### src/mcs_pkg.sv
// Shared types and constants for the motion command supervisor.
// No dependencies; imported by every module of the block.
package mcs_pkg;

    localparam int MAX_CLIENTS = 8;
    localparam int LENGTH_BITS = 16;
    localparam int CLIENT_W    = $clog2(MAX_CLIENTS);
    localparam int BYTE_W      = 8;
    localparam int CFG_W       = 16;
    localparam int NUM_W       = 16;
    localparam int TIMER_W     = 16;

    localparam logic [BYTE_W-1:0] CH_QUOTE   = 8'h22;
    localparam logic [BYTE_W-1:0] CH_N       = 8'h4E;
    localparam logic [BYTE_W-1:0] CH_COLON   = 8'h3A;
    localparam logic [BYTE_W-1:0] CH_SPACE   = 8'h20;
    localparam logic [BYTE_W-1:0] CH_TAB     = 8'h09;
    localparam logic [BYTE_W-1:0] CH_ZERO    = 8'h30;
    localparam logic [BYTE_W-1:0] CH_NINE    = 8'h39;
    localparam logic [BYTE_W-1:0] CH_NEWLINE = 8'h0A;
    localparam logic [3*BYTE_W-1:0] KEY_PATTERN = {CH_QUOTE, CH_N, CH_QUOTE};

    // key counts only if its quote sits more than this many bytes before the end
    localparam int KEY_SPAN = 6;

    typedef enum logic [1:0] {
        MODE_TICK       = 2'd0,
        MODE_CONNECT    = 2'd1,
        MODE_DISCONNECT = 2'd2,
        MODE_BYTE       = 2'd3
    } t_mode;

    typedef enum logic [1:0] {
        ACT_FORWARD = 2'd0,
        ACT_DROP    = 2'd1,
        ACT_ESTOP   = 2'd2,
        ACT_REJECT  = 2'd3
    } t_action;

    typedef enum logic [1:0] {
        CFG_RATE_LIMIT = 2'd0,
        CFG_WATCHDOG   = 2'd1,
        CFG_SETPOINT   = 2'd2,
        CFG_DIRECT     = 2'd3
    } t_cfg_idx;

    typedef enum logic [1:0] {
        PH_SEARCH = 2'd0,
        PH_BLANKS = 2'd1,
        PH_DIGITS = 2'd2,
        PH_DONE   = 2'd3
    } t_phase;

    typedef struct packed {
        logic [CFG_W-1:0] rate_limit_ms;
        logic [CFG_W-1:0] watchdog_ms;
        logic [CFG_W-1:0] setpoint_code;
        logic [CFG_W-1:0] direct_code;
    } t_cfg;

    typedef struct packed {
        t_mode               mode;
        logic [CLIENT_W-1:0] client;
        logic [BYTE_W-1:0]   data_byte;
        logic                last_byte;
    } t_item;

    typedef struct packed {
        t_action action;
        logic    add_newline;
        logic    is_motion;
    } t_result;

    typedef struct packed {
        logic byte_en;   // controller byte, scanner advances
        logic clear;     // connect or disconnect wipes the scanner
    } t_scan_ctl;

    typedef struct packed {
        logic motion;    // finished message is a motion command
        logic add_nl;    // last byte was not a newline
    } t_scan_res;

endpackage

### src/mcs_cfg.sv
// Configuration register file of the motion command supervisor.
// Depends on mcs_pkg.
module mcs_cfg (
    input  logic                     i_clk,
    input  logic                     i_rst_n,
    input  logic                     i_cfg_valid,
    input  logic [1:0]               i_cfg_index,
    input  logic [mcs_pkg::CFG_W-1:0] i_cfg_data,
    output logic                     o_cfg_ready,
    output mcs_pkg::t_cfg            o_cfg
);
    import mcs_pkg::*;

    t_cfg r_cfg;

    assign o_cfg_ready = 1'b1;
    assign o_cfg       = r_cfg;

    always_ff @(posedge i_clk) begin
        if (!i_rst_n) begin
            r_cfg.rate_limit_ms <= CFG_W'(20);
            r_cfg.watchdog_ms   <= CFG_W'(500);
            r_cfg.setpoint_code <= CFG_W'(200);
            r_cfg.direct_code   <= CFG_W'(999);
        end else if (i_cfg_valid) begin
            unique case (t_cfg_idx'(i_cfg_index))
                CFG_RATE_LIMIT: r_cfg.rate_limit_ms <= i_cfg_data;
                CFG_WATCHDOG:   r_cfg.watchdog_ms   <= i_cfg_data;
                CFG_SETPOINT:   r_cfg.setpoint_code <= i_cfg_data;
                CFG_DIRECT:     r_cfg.direct_code   <= i_cfg_data;
                default:        ;
            endcase
        end
    end

endmodule

### src/mcs_scan.sv
// Message scanner: finds the first "N": key and parses its decimal value.
// Depends on mcs_pkg; driven by mcs_ctrl through the top level.
module mcs_scan (
    input  logic                       i_clk,
    input  logic                       i_rst_n,
    input  mcs_pkg::t_scan_ctl         i_ctl,
    input  logic [mcs_pkg::BYTE_W-1:0] i_byte,
    input  logic                       i_last,
    input  mcs_pkg::t_cfg              i_cfg,
    output mcs_pkg::t_scan_res         o_res
);
    import mcs_pkg::*;

    localparam int LEN_W = LENGTH_BITS;
    localparam int NV_W  = NUM_W + 4;

    t_phase                 r_phase, n_phase;
    logic [3*BYTE_W-1:0]    r_recent, n_recent;
    logic [LEN_W-1:0]       r_len, n_len;
    logic [LEN_W-1:0]       r_keypos, n_keypos;
    logic [NUM_W-1:0]       r_num, n_num;

    logic                   digit;
    logic [3:0]             digit_val;
    logic [NV_W-1:0]        nv;

    assign digit     = (i_byte >= CH_ZERO) && (i_byte <= CH_NINE);
    assign digit_val = 4'(i_byte - CH_ZERO);
    // times ten as two shifts
    assign nv = (NV_W'(r_num) << 3) + (NV_W'(r_num) << 1) + NV_W'(digit_val);

    // next state of the scanner for one byte
    always_comb begin
        n_phase  = r_phase;
        n_recent = r_recent;
        n_len    = r_len;
        n_keypos = r_keypos;
        n_num    = r_num;
        if (i_ctl.byte_en) begin
            unique case (r_phase)
                PH_SEARCH: begin
                    if (r_recent == KEY_PATTERN && i_byte == CH_COLON) begin
                        n_keypos = (r_len >= LEN_W'(3)) ? r_len - LEN_W'(3) : '0;
                        n_num    = '0;
                        n_phase  = PH_BLANKS;
                    end
                end
                PH_BLANKS: begin
                    if (digit) begin
                        n_num   = NUM_W'(digit_val);
                        n_phase = PH_DIGITS;
                    end else if (i_byte != CH_SPACE && i_byte != CH_TAB) begin
                        n_phase = PH_DONE;
                    end
                end
                PH_DIGITS: begin
                    if (digit) begin
                        n_num = (nv > NV_W'({NUM_W{1'b1}})) ? '1 : nv[NUM_W-1:0];
                    end else begin
                        n_phase = PH_DONE;
                    end
                end
                PH_DONE: ;
                default: ;
            endcase
            n_recent = {r_recent[2*BYTE_W-1:0], i_byte};
            if (r_len != '1) n_len = r_len + LEN_W'(1);
        end
    end

    // verdict on the message as it stands after this byte
    always_comb begin
        o_res.motion = (n_phase != PH_SEARCH)
                    && ((LEN_W+1)'(n_keypos) + (LEN_W+1)'(KEY_SPAN) < (LEN_W+1)'(n_len))
                    && (n_num == i_cfg.setpoint_code || n_num == i_cfg.direct_code);
        o_res.add_nl = (i_byte != CH_NEWLINE);
    end

    always_ff @(posedge i_clk) begin
        if (!i_rst_n || i_ctl.clear || (i_ctl.byte_en && i_last)) begin
            r_phase  <= PH_SEARCH;
            r_recent <= '0;
            r_len    <= '0;
            r_keypos <= '0;
            r_num    <= '0;
        end else begin
            r_phase  <= n_phase;
            r_recent <= n_recent;
            r_len    <= n_len;
            r_keypos <= n_keypos;
            r_num    <= n_num;
        end
    end

endmodule

### src/mcs_ctrl.sv
// Supervisor core: controller slot, dead-man watchdog, rate limiter, verdicts.
// Depends on mcs_pkg; consumes the scanner verdict from mcs_scan.
module mcs_ctrl (
    input  logic                i_clk,
    input  logic                i_rst_n,
    input  logic                i_fire,
    input  mcs_pkg::t_item      i_item,
    input  mcs_pkg::t_cfg       i_cfg,
    input  mcs_pkg::t_scan_res  i_scan,
    output mcs_pkg::t_scan_ctl  o_scan_ctl,
    output logic                o_res_valid,
    output mcs_pkg::t_result    o_res
);
    import mcs_pkg::*;

    logic                r_slot, n_slot;
    logic [CLIENT_W-1:0] r_id, n_id;
    logic                r_armed, n_armed;
    logic                r_tripped, n_tripped;
    logic [TIMER_W-1:0]  r_since_motion, n_since_motion;
    logic [TIMER_W-1:0]  r_since_fwd, n_since_fwd;

    logic [TIMER_W-1:0]  sm_inc, sf_inc;
    logic                is_ctrl;
    logic                client_ok;

    assign sm_inc  = (r_since_motion == '1) ? r_since_motion : r_since_motion + TIMER_W'(1);
    assign sf_inc  = (r_since_fwd == '1) ? r_since_fwd : r_since_fwd + TIMER_W'(1);
    assign is_ctrl = r_slot && (r_id == i_item.client);
    // clients past the supported count are ignored; the controller id is always in range
    assign client_ok = int'(i_item.client) < MAX_CLIENTS;

    always_comb begin
        n_slot         = r_slot;
        n_id           = r_id;
        n_armed        = r_armed;
        n_tripped      = r_tripped;
        n_since_motion = r_since_motion;
        n_since_fwd    = r_since_fwd;
        o_scan_ctl     = '0;
        o_res_valid    = 1'b0;
        o_res          = '{action: ACT_FORWARD, add_newline: 1'b0, is_motion: 1'b0};
        if (i_fire) begin
            case (i_item.mode)
                MODE_TICK: begin
                    n_since_motion = sm_inc;
                    n_since_fwd    = sf_inc;
                    if (r_slot && r_armed && !r_tripped && sm_inc >= i_cfg.watchdog_ms) begin
                        n_tripped    = 1'b1;
                        o_res_valid  = 1'b1;
                        o_res.action = ACT_ESTOP;
                    end
                end
                MODE_CONNECT: begin
                    if (client_ok && r_slot) begin
                        o_res_valid  = 1'b1;
                        o_res.action = ACT_REJECT;
                    end else if (client_ok) begin
                        n_slot           = 1'b1;
                        n_id             = i_item.client;
                        n_armed          = 1'b1;
                        n_tripped        = 1'b0;
                        n_since_motion   = '0;
                        o_scan_ctl.clear = 1'b1;
                    end
                end
                MODE_DISCONNECT: begin
                    if (is_ctrl) begin
                        n_slot           = 1'b0;
                        n_id             = '0;
                        n_armed          = 1'b0;
                        n_tripped        = 1'b0;
                        n_since_motion   = '0;
                        o_scan_ctl.clear = 1'b1;
                        o_res_valid      = 1'b1;
                        o_res.action     = ACT_ESTOP;
                    end
                end
                MODE_BYTE: begin
                    if (is_ctrl) begin
                        o_scan_ctl.byte_en = 1'b1;
                        if (i_item.last_byte) begin
                            o_res_valid = 1'b1;
                            if (i_scan.motion) begin
                                n_since_motion  = '0;
                                n_armed         = 1'b1;
                                n_tripped       = 1'b0;
                                o_res.is_motion = 1'b1;
                                if (r_since_fwd < i_cfg.rate_limit_ms) begin
                                    o_res.action = ACT_DROP;
                                end else begin
                                    n_since_fwd       = '0;
                                    o_res.add_newline = i_scan.add_nl;
                                end
                            end else begin
                                o_res.add_newline = i_scan.add_nl;
                            end
                        end
                    end
                end
                default: ;
            endcase
        end
    end

    always_ff @(posedge i_clk) begin
        if (!i_rst_n) begin
            r_slot         <= 1'b0;
            r_id           <= '0;
            r_armed        <= 1'b0;
            r_tripped      <= 1'b0;
            r_since_motion <= '0;
            r_since_fwd    <= '1;
        end else begin
            r_slot         <= n_slot;
            r_id           <= n_id;
            r_armed        <= n_armed;
            r_tripped      <= n_tripped;
            r_since_motion <= n_since_motion;
            r_since_fwd    <= n_since_fwd;
        end
    end

endmodule

### src/motion_command_supervisor_top.sv
// Motion command supervisor, top level: stream ports, input and result registers.
// Depends on mcs_pkg, mcs_cfg, mcs_scan and mcs_ctrl.
//
// Takes one word per clock, back to back, unless the master side stalls: a
// tick, a connect, a disconnect or a message byte. Each word is held in an
// input register, decided combinationally by the slot/watchdog logic and the
// byte scanner, and its verdict (if any) lands in the result register, which
// drives the master side. The result register frees the input side: a new
// word is taken while a verdict waits, and backpressure on the master side
// stalls the input only once both registers are full. Ticks, connects and
// non-final bytes usually yield no verdict. Configuration writes are taken
// every cycle and should only be issued while the block is idle.
module motion_command_supervisor_top (
    input  logic        i_clk,
    input  logic        i_rst_n,
    // slave side
    input  logic        i_s_axis_tvalid,
    output logic        o_s_axis_tready,
    input  logic [15:0] i_s_axis_tdata,   // [2:0] client, [10:3] data_byte, [15:11] zero
    input  logic [1:0]  i_s_axis_tuser,   // [1:0] mode
    input  logic        i_s_axis_tlast,   // last_byte
    // master side
    output logic        o_m_axis_tvalid,
    input  logic        i_m_axis_tready,
    output logic [7:0]  o_m_axis_tdata,   // [1:0] action, [2] add_newline, [3] is_motion
    // configuration
    input  logic        i_cfg_valid,
    output logic        o_cfg_ready,
    input  logic [1:0]  i_cfg_index,
    input  logic [15:0] i_cfg_data
);
    import mcs_pkg::*;

    logic      r_in_valid;
    t_item     r_in;
    logic      r_out_valid;
    t_result   r_out;

    logic      adv;
    logic      fire;
    t_cfg      cfg;
    t_scan_ctl scan_ctl;
    t_scan_res scan_res;
    logic      res_valid;
    t_result   res;

    assign adv             = !r_out_valid || i_m_axis_tready;
    assign fire            = r_in_valid && adv;
    assign o_s_axis_tready = !r_in_valid || adv;
    assign o_m_axis_tvalid = r_out_valid;
    assign o_m_axis_tdata  = {4'b0, r_out.is_motion, r_out.add_newline, r_out.action};

    always_ff @(posedge i_clk) begin
        if (!i_rst_n) begin
            r_in_valid <= 1'b0;
        end else if (o_s_axis_tready) begin
            r_in_valid <= i_s_axis_tvalid;
        end
    end

    always_ff @(posedge i_clk) begin
        if (i_s_axis_tvalid && o_s_axis_tready) begin
            r_in.mode      <= t_mode'(i_s_axis_tuser);
            r_in.client    <= i_s_axis_tdata[CLIENT_W-1:0];
            r_in.data_byte <= i_s_axis_tdata[CLIENT_W +: BYTE_W];
            r_in.last_byte <= i_s_axis_tlast;
        end
    end

    always_ff @(posedge i_clk) begin
        if (!i_rst_n) begin
            r_out_valid <= 1'b0;
        end else if (adv) begin
            r_out_valid <= fire && res_valid;
        end
    end

    always_ff @(posedge i_clk) begin
        if (adv) begin
            r_out <= res;
        end
    end

    mcs_cfg u_cfg (
        .i_clk       (i_clk),
        .i_rst_n     (i_rst_n),
        .i_cfg_valid (i_cfg_valid),
        .i_cfg_index (i_cfg_index),
        .i_cfg_data  (i_cfg_data),
        .o_cfg_ready (o_cfg_ready),
        .o_cfg       (cfg)
    );

    mcs_scan u_scan (
        .i_clk   (i_clk),
        .i_rst_n (i_rst_n),
        .i_ctl   (scan_ctl),
        .i_byte  (r_in.data_byte),
        .i_last  (r_in.last_byte),
        .i_cfg   (cfg),
        .o_res   (scan_res)
    );

    mcs_ctrl u_ctrl (
        .i_clk       (i_clk),
        .i_rst_n     (i_rst_n),
        .i_fire      (fire),
        .i_item      (r_in),
        .i_cfg       (cfg),
        .i_scan      (scan_res),
        .o_scan_ctl  (scan_ctl),
        .o_res_valid (res_valid),
        .o_res       (res)
    );

endmodule

### config.mk
export PLATFORM = sky130hd
export DESIGN_NAME = motion_command_supervisor_top
export DESIGN_NICKNAME = d
export VERILOG_FILES = /design/src/mcs_pkg.sv /design/src/mcs_cfg.sv /design/src/mcs_scan.sv /design/src/mcs_ctrl.sv /design/src/motion_command_supervisor_top.sv
export SDC_FILE = /design/constraint.sdc
export NUM_CORES = 1
export LEC_CHECK = 0
export ABC_AREA = 1
export BUFFER_PORTS_ARGS = -buffer_cell sky130_fd_sc_hd__buf_4
export CORE_MARGIN = 4
export CORE_UTILIZATION = 63
export CTS_CLUSTER_DIAMETER = 150
export DETAILED_ROUTE_END_ITERATION = 10
export PLACE_DENSITY = 0.84
export SLEW_MARGIN = 40
export SYNTH_ARGS = -nofsm -noshare
export SYNTH_HDL_FRONTEND = slang
export SYNTH_HIERARCHICAL = 1
export SYNTH_SLANG_ARGS = --single-unit
### constraint.sdc
create_clock -name i_clk -period 6.84 [get_ports i_clk]
set_clock_uncertainty 0.1 [all_clocks]
set_input_delay 1.368 -clock i_clk [delete_from_list [all_inputs] [get_ports i_clk]]
set_output_delay 1.368 -clock i_clk [all_outputs]
set_load 0.005 [all_outputs]
# --- After elaboration in Yosys (flattened, before gate mapping) ---
# Index checks and enable logic that the tools add are counted.
totals:
  regBits: 196
  inputBits: 42
  out_inout_bits: 11
  wordCells: 175
op_classes:
  n_addsub: 8
  magnitude_cmp: 7
  eq_ne: 27
  mux: 69
  reduce_logical: 40
ops:
  columns: ["cell", "count"]
  rows:
  - ["16-bit 2-to-1 mux", 22]
  - ["16-bit case mux with 4 select lines", 1]
  - ["16-bit by 1-bit adder with 16-bit output (second input constant)", 3]
  - ["16-bit case mux with 3 select lines", 1]
  - ["16-bit equality test", 2]
  - ["16-bit equality test (second input constant)", 2]
  - ["16-bit case mux with 2 select lines", 1]
  - ["24-bit by 22-bit equality test with 1-bit output (second input constant)", 1]
  - ["1-bit 2-to-1 mux", 22]
  - ["7-bit AND reduction", 3]
  - ["19-bit by 17-bit adder with 20-bit output", 1]
  - ["20-bit by 4-bit adder with 20-bit output", 1]
  - ["20-bit by 16-bit greater-than comparator with 1-bit output (second input constant)", 1]
  - ["2-bit 2-to-1 mux", 10]
  - ["16-bit by 3-bit adder with 17-bit output (second input constant)", 1]
  - ["17-bit by 16-bit < comparator with 1-bit output", 1]
  - ["16-bit >= comparator", 1]
  - ["16-bit by 2-bit >= comparator with 1-bit output (second input constant)", 1]
  - ["16-bit < comparator", 1]
  - ["16-bit != test (second input constant)", 1]
  - ["8-bit by 4-bit != test with 1-bit output (second input constant)", 2]
  - ["16-bit by 2-bit subtractor with 16-bit output (second input constant)", 1]
  - ["1-bit logical AND", 13]
  - ["2-bit equality test (second input constant)", 5]
  - ["26 further kinds", 53]

# --- Longest topological paths before layout ---
# Gate-level depths: netlist (run 1).
depth:
  word_depth: 14
  ltp_mapped: 38
  depth_no_buf: 37

# --- Hierarchy ---
# Netlist (run 1), hierarchy kept.
modules_own_cells:
  columns: ["mod", "n_inst", "cells_each", "area_per_inst_um2", "seq_area_each_um2"]
  rows:
  - ["mcs_scan", 1, 1033, 6367.4, 1481.4]
  - ["mcs_ctrl", 1, 549, 3412.0, 760.7]
  - ["mcs_cfg", 1, 380, 2582.5, 1281.2]
  - ["motion_command_supervisor_top", 1, 36, 671.9, 580.6]

# --- Worst setup path after synthesis (run 1) ---
# Ideal clock, no wire load.
synth_timing:
  path_kind: "input to register"
  start: "input i_m_axis_tready"
  end: "register u_ctrl.r_since_fwd[11]"
  setup_ns: 0.134
  t_arrival_ns: 5.865
  required_time_ns: 6.606
  slack_ns: 0.741
  path_stages: 32
  n_path_buf: 1
  cell_sequence: "inv_1 a21boi_0 inv_1 nor3_1 nand2_1 nand2_1 a21boi_1 ha_1 xor2_1 inv_1 ha_1 nand2_1 nor2_1 a211oi_1 o221a_2 nand2_1 nand2_1 nand2_1 nand2_1 nand2_1 a21boi_0 nand2_1 nor2_1 nand2_1 nand3b_1 nand2_1 nand3_2 nor2_2 nand2_4 buf_6 nand2_1 nand3_1"
synth_lines:
  columns: ["element", "line", "text"]
  rows:
  - ["start, declared", "motion_command_supervisor_top.sv:24", "input logic i_m_axis_tready,"]
  - ["end signal, assigned", "mcs_ctrl.sv:120", "r_since_fwd <= n_since_fwd;"]
  - ["end, declared", "mcs_ctrl.sv:21", "logic [TIMER_W-1:0] r_since_fwd, n_since_fwd;"]

==> flow_metrics.tcl, run 1 <==
set metrics [dict create \
    portBuffers 42 \
    cts_resized 0 \
    synth_ff_type "dfxtp_1" \
    layout.nets 2139 \
    die-area_um2 23100 \
    syn2layout_area_growth_pct 8.13 \
    fin_ws_ns 0.679 \
    worstSkewPairLatency_ns 0.44 \
    vias 12400 \
    antenna_found_initial 0 \
    synth_area_leaders "dfxtp_1 27%, nand2_1 17%, ha_1 8.2%" \
    yosysTopAreaCell "dfxtp_1" \
    grt_max_degree 84 \
    place_inst 2261 \
    synth_compound_area_share_pct 6.95 \
    drtAntennaViolNets 0 \
    post-route-drc-count 0 \
    cpMostUsedCell "nand2_1" \
    synthAdderAreaFrac_pct 8.47 \
    cts.htree.levels 4 \
    cts_tree "done" \
    instances_no_fill 2293 \
    cts.sinks 196 \
    min_from "u_ctrl/r_tripped" \
    drtIter0Drc 857 \
    ctsLongestPathBuffers 2 \
    ir_worst_vdd_mv 0.157 \
    hold_ws_ns 0.352 \
    final_cell_area_um2 14100 \
    hold_path_class "flip-flop to flip-flop" \
    yosysWarnings 6 \
    max_freq_ghz 0.162 \
    gp_congestion 0.939 \
    yosys.area.top_type_share_pct 27.3 \
    worstPathRequired_ns 7.02 \
    path_class "input port to flip-flop" \
    synth_top_family_by_area "simple AND/OR/NAND/NOR gates" \
    leakagePower_nw 6.92 \
    drv_cap 0 \
    setup_viol 0 \
    ys_types 54 \
    wl_um 31700 \
    hold_viol_final 0 \
    cts_inserted_buffers 17 \
    ys_seq_area_share_pct 31.5 \
    power-per-cell-area_nw_per_um2 178 \
    cts_hold_buf 0 \
    status "finished, final reports clean" \
    placed_cell_area_um2 13500 \
    pin_count 53 \
    crit_path_top_delay_cell "nor3_2" \
    synth-edff-count 18 \
    critPathBufInv 7 \
    critPathTopFamily "simple AND/OR/NAND/NOR gates" \
    wl_per_cell_um 13.8 \
    arrival_ns 6.34 \
    ys_async_sr_fraction_pct 0 \
    grt-ovfl-total 0 \
    fp.dieW_um 152 \
    fillers 1789 \
    place_ws_ns 0.354 \
    relSlewSlack_pct 45.7 \
    fin_crit_ns 6.16 \
    post_cts_buffers 0 \
    slew_violations 0 \
    first_pass_iters 7 \
    layout-drive-gt1-share_pct 7.91 \
    post_drt_via_cell_ratio 5.42 \
    synth-xor-area-share_pct 4.64 \
    syn-cell-area_um2 13000 \
    rsz0062_at_grt "no" \
    num_antenna_cells 0 \
    path_max_fanout 16 \
    core_um2 20300 \
    grt_pass1_wl_um 53200 \
    crit_path_start_kind "input port" \
    initial_core_util_pct 64.2 \
    cp-startpoint "i_m_axis_tready" \
    ys_seq_elements 196 \
    crit_path_end_kind "flip-flop" \
    synthMuxAreaShare_pct 0.0768 \
    avgSynthCellArea_um2 6.52 \
    tns_ns 0 \
    die_h_um 152 \
    yosys.area_share.simple_pct 38.8 \
    clk_pin_slew_worst_paths_ns 0.08 \
    r2r-start "r_in[4]" \
    grt_pass1_vias 11400 \
    track_usage_pct 26.9 \
    synth_cells 1998 \
    period_share_pct 90.1 \
    layout_common_cells "592 x nand2_1, 277 x nor2_1, 229 x inv_1" \
    root_buffer "clkbuf_16" \
    dp_hpwl_um 23400 \
    tightest_slew_ns 0.815 \
    layout.cells.most_common "nand2_1" \
    slowest_delay_ns 0.39 \
    rows 52 \
]
-- worst paths after layout --
kind / end / slack [ns] / cells after the start
worst max-delay path: u_ctrl/r_since_motion[6] / 0.68 / 33
worst min-delay path: u_ctrl/r_tripped / 0.35 / 2
worst max register to register: u_ctrl/r_since_motion[6] / 0.89 / 36
worst min register to register: u_ctrl/r_tripped / 0.35 / 2
-- layer usage --
metal	routed length (um)	track usage, %
met1	14700	37.8
met2	14600	43.8
met3	1780	3.70
met4	578	7.19
met5	0	0
-- sequential cells by signal (all words and copies together) (netlist names) --
name	cells
u_ctrl/r_armed	1
u_ctrl/r_id	3
o_m_axis_tvalid	1
r_in_valid	1
u_cfg/o_cfg	64
u_scan/r_phase	2
u_ctrl/r_slot	1
o_m_axis_tdata	4
u_scan/r_keypos	16
r_in	14
u_scan/r_recent	24
u_ctrl/r_since_motion	16
u_ctrl/r_tripped	1
u_ctrl/r_since_fwd	16
u_scan/r_len	16
u_scan/r_num	16
-- worst min-delay path, delay by kind of cell (launching register included) --
family	cells	cell delay, ns
flops	1	0.32
buf+inv	1	0.05
compound gates	1	0.05
-- power breakdown --
part	internal (W)	total [W]	switching [W]
clock network	0.000497	0.00100	0.000507
registers	0.00119	0.00123	0.0000352
logic	0.000102	0.000277	0.000175
total	0.00179	0.00251	0.000717
-- synthesized netlist by cell type, types with 3 or more instances --
master and count:
nor2_2 8, nand3_2 8, nor3b_1 3, nor2_1 281, buf_1 8, buf_2 16
o21ai_0 16, a21oi_1 109, o21ai_1 5, inv_1 229, and2_1 3, o21bai_1 5
dfxtp_1 178, nor3_1 30, xor2_1 55, or2_2 8, o21ai_2 3, nand2_1 592
or2_1 3, and3_1 4, nand3b_1 26, nand3_1 164, buf_6 4, buf_4 10
inv_2 14, nor3_2 3, nor2_4 3, a211oi_1 7, ha_1 85, xnor2_1 14
clkbuf_1 25, edfxtp_1 18, nand4_1 21, nand2_2 13
-- stage by stage --
step	total power (W)	utilization, %
detailed placement	0.00153	66.4
CTS	0.00253	69.4
global placement	0.00151	66.3
global route	0.00263	69.4
finish	0.00251	69.4
floorplan	0.00145	-
-- kinds of logic (layout without fill, tap and decap cells) --
| logic type | Yosys count | in the layout |
|---|---|---|
| XOR/XNOR | 69 | 69 |
| multiplexers | 1 | 1 |
| buffers and inverters | 306 | 328 |
| adder cells (fa/ha/maj) | 87 | 87 |
| flip-flops | 196 | 196 |
| AO/OA/AOI/OAI | 160 | 160 |
| other | 2 | 5 |
| AND/OR/NAND/NOR | 1177 | 1177 |
-- layout make-up --
cell class | count | area (um^2) | share of cell area, %
Clock inverter | 15 | 183 | 1.30
Inverter | 243 | 912 | 6.47
Clock buffer | 17 | 425 | 3.02
Sequential cell | 196 | 4100 | 29.1
Multi-Input combinational cell | 1499 | 7730 | 54.8
Tap cell | 270 | 338 | 2.40
Timing Repair Buffer | 53 | 402 | 2.85
Note: power is estimated with default switching activity, not from simulation.
==> inputs of run 2 (changes only) <==
Settings changed: PLACE_DENSITY 0.84 to 0.87, TNS_END_PERCENT set to 20.
==> run 2 against run 1 <==
  * Fmax up 0.13%
  * Power about the same
  * Combinational power about the same
  * Critical path depth down 3
  * Clock power about the same
  * Utilization down 0.25 points
  * Clock-buffer cell count up 1
  * Global-route usage up 0.78 points
  * Critical endpoint is now u_ctrl/r_since_motion[13]
==> flow_metrics.tcl, run 2 (synthesis gave the netlist of run 1 again) <==
set metrics [dict create \
    cts_inserted_buffers 17 \
    die_h_um 152 \
    dp_hpwl_um 23700 \
    leakagePower_nw 6.90 \
    syn2layout_area_growth_pct 7.74 \
    antenna_found_initial 0 \
    vias 12700 \
    cts_hold_buf 0 \
    post_cts_buffers 0 \
    arrival_ns 6.42 \
    grt_pass1_wl_um 54900 \
    path_max_fanout 29 \
    initial_core_util_pct 64.2 \
    core_um2 20300 \
    root_buffer "clkbuf_16" \
    first_pass_iters 5 \
    grt-ovfl-total 0 \
    ir_worst_vdd_mv 0.163 \
    num_antenna_cells 0 \
    worstSkewPairLatency_ns 0.45 \
    grt_pass1_vias 12000 \
    cts.sinks 196 \
    grt_busiest_layer "met2" \
    period_share_pct 90.0 \
    drv_cap 0 \
    rsz0062_at_grt "no" \
    fin_crit_ns 6.15 \
    cpMostUsedCell "nand2_1" \
    wl_per_cell_um 14.2 \
    status "finished, final reports clean" \
    tightest_slew_ns 0.835 \
    post_drt_via_cell_ratio 5.55 \
    cts_tree "done" \
    crit_path_top_delay_cell "buf_4" \
    max_freq_ghz 0.163 \
    layout-drive-gt1-share_pct 7.76 \
    gp_congestion 0.911 \
    fin_ws_ns 0.687 \
    drtIter0Drc 945 \
    cts_resized 0 \
    drtAntennaViolNets 0 \
    crit_path_end_kind "flip-flop" \
    grt_util_met1_pct 35.8 \
    power-per-cell-area_nw_per_um2 179 \
    path_class "input port to flip-flop" \
    slew_violations 0 \
    relSlewSlack_pct 44.3 \
    met2_usage_pct 47.1 \
    hold_path_class "flip-flop to flip-flop" \
    place_ws_ns 0.399 \
    layout.nets 2138 \
    clk_pin_slew_worst_paths_ns 0.08 \
    portBuffers 42 \
    slowest_delay_ns 0.42 \
    layout.cells.most_common "nand2_1" \
    setup_viol 0 \
    layout_common_cells "592 x nand2_1, 278 x nor2_1, 229 x inv_1" \
    fp.dieW_um 152 \
    die-area_um2 23100 \
    use_met3_pct 5.55 \
    wl_um 32600 \
    ctsLongestPathBuffers 2 \
    grt_max_degree 84 \
    post-route-drc-count 0 \
    rows 52 \
    pin_count 53 \
    worstPathRequired_ns 7.11 \
    crit_path_start_kind "input port" \
    cts.htree.levels 4 \
    hold_viol_final 0 \
    tns_ns 0 \
    track_usage_pct 27.7 \
    largest_reg_flops 64 \
]
==> run 2: cell types whose count changed in the layout (fill, tap and decap cells not counted) <==
| cell | previous run | this run |
|---|---|---|
| buf_4 | 52 | 51 |
| clkinv_8 | 6 | 0 |
| clkinv_4 | 1 | 4 |
| inv_6 | 4 | 3 |
| nor2_4 | 4 | 3 |
| clkinv_2 | 0 | 2 |
| nor2_1 | 277 | 278 |
| bufinv_16 | 0 | 1 |
| clkbuf_1 | 0 | 1 |
==> run 2: path summary, 6_finish.rpt <==
kind,depth (start not counted),startpoint,end,slack (ns)
setup / recovery,30,i_m_axis_tready,u_ctrl/r_since_motion[13],0.69
hold / removal,2,u_ctrl/r_tripped,u_ctrl/r_tripped,0.36
setup reg to reg,35,r_in[4],u_ctrl/r_since_motion[13],0.90
hold reg to reg,2,u_ctrl/r_tripped,u_ctrl/r_tripped,0.36
==> run 2: layer usage <==
metal	vias to the layer above	routed length [um]
li1	6343	-
met1	5838	14100
met2	475	15500
met3	60	2470
met4	0	584
met5	-	0
==> run 2: critical path: cells and delay by family <==
family                   cells  cell delay (ns)
AND/OR/NAND/NOR             16             2.15
XOR/XNOR                     1             0.31
buffers and inverters        6             1.01
AO/OA/AOI/OAI                6             1.24
adder cells (fa/ha/maj)      1             0.32
==> run 2: area by class of cell <==
type	instances	area (um^2)
Timing Repair Buffer	52	394
Clock buffer	18	429
Inverter	243	912
Clock inverter	14	143
Tap cell	270	338
Multi-Input combinational cell	1499	7720
Sequential cell	196	4100
Fill cell	1732	6260
==> run 2: per-stage QoR <==
step | instances | cell area [um^2] | util, % | hold slack (ns) | total power (W)
floorplan | 2001 | 13000 | - | 0.326 | 0.00145
global placement | 2260 | 13500 | 66.3 | 0.335 | 0.00151
detailed placement | 2260 | 13500 | 66.3 | 0.343 | 0.00153
CTS | 2292 | 14000 | 69.1 | 0.355 | 0.00251
global route | 2292 | 14000 | 69.2 | 0.376 | 0.00261
finish | 2292 | 14000 | 69.2 | 0.358 | 0.00251
==> run 2: power breakdown <==
group,switching [W],total (W),internal (W)
Combinational,0.000178,0.000280,0.000102
Sequential,0.0000346,0.00123,0.00119
Clock,0.000486,0.00100,0.000514
==> inputs of run 3 (changes only) <==
Settings changed: BUFFER_PORTS_ARGS -buffer_cell sky130_fd_sc_hd__buf_4 to unset, CORE_ASPECT_RATIO set to 0.8, CORE_UTILIZATION 63 to 65, CTS_BUF_LIST set to sky130_fd_sc_hd__clkbuf_16, DONT_BUFFER_PORTS set to 1.
==> run 3 against run 2 <==
  * Non-clock buffer count shrank 40
  * Clock power is essentially flat
  * Worst setup slack worse by 0.10 ns
  * Die area decreased by 2.9%
  * Global-route usage rose by 0.13 points
  * Critical path type unchanged
  * Largest power group unchanged
==> flow_metrics.tcl, run 3 (synthesis gave the netlist of run 1 again) <==
set metrics [dict create \
    layout.cells.most_common "nand2_1" \
    cts_hold_buf 0 \
    cpMostUsedCell "nand2_1" \
    core_um2 19700 \
    tightest_slew_ns 0.752 \
    wl_per_cell_um 14.1 \
    ir_worst_vdd_mv 0.140 \
    hold_ws_ns 0.350 \
    tns_ns 0 \
    relSlewSlack_pct 49.5 \
    layout-drive-gt1-share_pct 5.85 \
    worstSkewPairLatency_ns 0.43 \
    reg2reg_to "u_ctrl/r_since_motion[0]" \
    drv_cap 0 \
    hold_path_depth 2 \
    cts_resized 0 \
    crit_path_top_delay_cell "nor3_2" \
    leakagePower_nw 6.71 \
    ctsLongestPathBuffers 2 \
    rows 46 \
    fin_ws_ns 0.584 \
    min_from "u_ctrl/r_tripped" \
    num_antenna_cells 0 \
    crit_path_start_kind "input port" \
    layout_common_cells "592 x nand2_1, 277 x nor2_1, 231 x inv_1" \
    grt_max_degree 84 \
    cts_inserted_buffers 17 \
    path_class "input port to flip-flop" \
    clk_pin_slew_worst_paths_ns 0.07 \
    vias 12500 \
    cts.htree.levels 4 \
    grt_pass1_vias 11300 \
    worstPathRequired_ns 7.03 \
    fin_crit_ns 6.26 \
    grt-ovfl-total 0 \
    rsz0062_at_grt "no" \
    status "finished, final reports clean" \
    die_h_um 135 \
    first_pass_iters 5 \
    wl_um 31600 \
    gp_congestion 0.928 \
    hold_viol_final 0 \
    post_drt_via_cell_ratio 5.55 \
    syn2layout_area_growth_pct 5.45 \
    die-area_um2 22400 \
    arrival_ns 6.45 \
    drtAntennaViolNets 0 \
    hold_end "u_ctrl/r_tripped" \
    slew_violations 0 \
    largest_reg_flops 64 \
    critPathTopFamily "simple AND/OR/NAND/NOR gates" \
    slowest_delay_ns 0.38 \
    initial_core_util_pct 66.0 \
    antenna_found_initial 0 \
    dp_hpwl_um 23200 \
    critPathBufInv 6 \
    r2r-start "r_in[12]" \
    layout.nets 2098 \
    power-per-cell-area_nw_per_um2 179 \
    path_max_fanout 21 \
    final_cell_area_um2 13700 \
    root_buffer "clkbuf_16" \
    setup_viol 0 \
    portBuffers 0 \
    post-route-drc-count 0 \
    drtIter0Drc 1216 \
    place_ws_ns 0.271 \
    track_usage_pct 27.8 \
    crit_path_end_kind "flip-flop" \
    worst_r2r_path_depth 31 \
    placed_cell_area_um2 13200 \
    pin_count 53 \
    hold_path_class "flip-flop to flip-flop" \
    post_cts_buffers 0 \
    grt_pass1_wl_um 52900 \
    r2r_slack_ns 0.75 \
    cts.sinks 196 \
    fp.dieW_um 166 \
    period_share_pct 91.5 \
    cts_tree "done" \
    max_freq_ghz 0.160 \
]
run 3: cell count changes in the layout (fill, tap and decap cells not counted), sizes merged:
cell      previous run  this run
buf                 52        12
bufinv               1         2
clkbuf              18        17
clkinv               6         5
clkinvlp             1         3
inv                249       248
run 3: per-layer routing:
| layer | up-vias | wire length (um) | track usage [%] |
|---|---|---|---|
| met3 | 56 | 2260 | 5.30 |
| li1 | 6283 | - | - |
| met4 | 0 | 588 | 7.41 |
| met5 | - | 0 | 0 |
| met1 | 5662 | 14600 | 38.2 |
| met2 | 473 | 14200 | 45.5 |
run 3: worst max-delay path by stage:
stage                          startpoint                   endpoint  cells after the start
after floorplan           i_m_axis_tready     u_ctrl/r_since_fwd[11]                     32
after global placement    i_m_axis_tready  u_ctrl/r_since_motion[15]                     32
after detailed placement  i_m_axis_tready   u_ctrl/r_since_motion[4]                     32
after CTS                 i_m_axis_tready   u_ctrl/r_since_motion[0]                     32
after global routing      i_m_axis_tready   u_ctrl/r_since_motion[4]                     32
final                     i_m_axis_tready   u_ctrl/r_since_motion[0]                     32
run 3: tightest hold or removal path, stage by stage, from the launching register on:
cell and delay [ns]:
dfxtp_1 0.31, inv_1 0.05, a21oi_1 0.05
run 3: final cells by class:
| class | instances | area [um^2] |
|---|---|---|
| clock buffer | 17 | 425 |
| inverter | 243 | 912 |
| tap | 264 | 330 |
| sequential | 196 | 4100 |
| multi-input combinational | 1499 | 7730 |
| fill | 1660 | 6000 |
| timing repair buffer | 12 | 97.6 |
| clock inverter | 15 | 143 |
run 3: stage by stage:
| stage | total power (W) | instances | util, % |
|---|---|---|---|
| 2_1_floorplan | 0.00145 | 2001 | - |
| 3_3_place_gp | 0.00148 | 2213 | 66.6 |
| 3_5_place_dp | 0.00149 | 2214 | 66.7 |
| 4_1_cts | 0.00247 | 2246 | 69.6 |
| 5_1_grt | 0.00256 | 2246 | 69.6 |
| 6_report | 0.00246 | 2246 | 69.6 |
run 3: power by group:
part	leakage [nW]	total, W	internal [W]	switching (W)
clock	0.281	0.000988	0.000537	0.000451
combinational	4.79	0.000244	0.0000895	0.000155
sequential	1.63	0.00123	0.00119	0.0000342
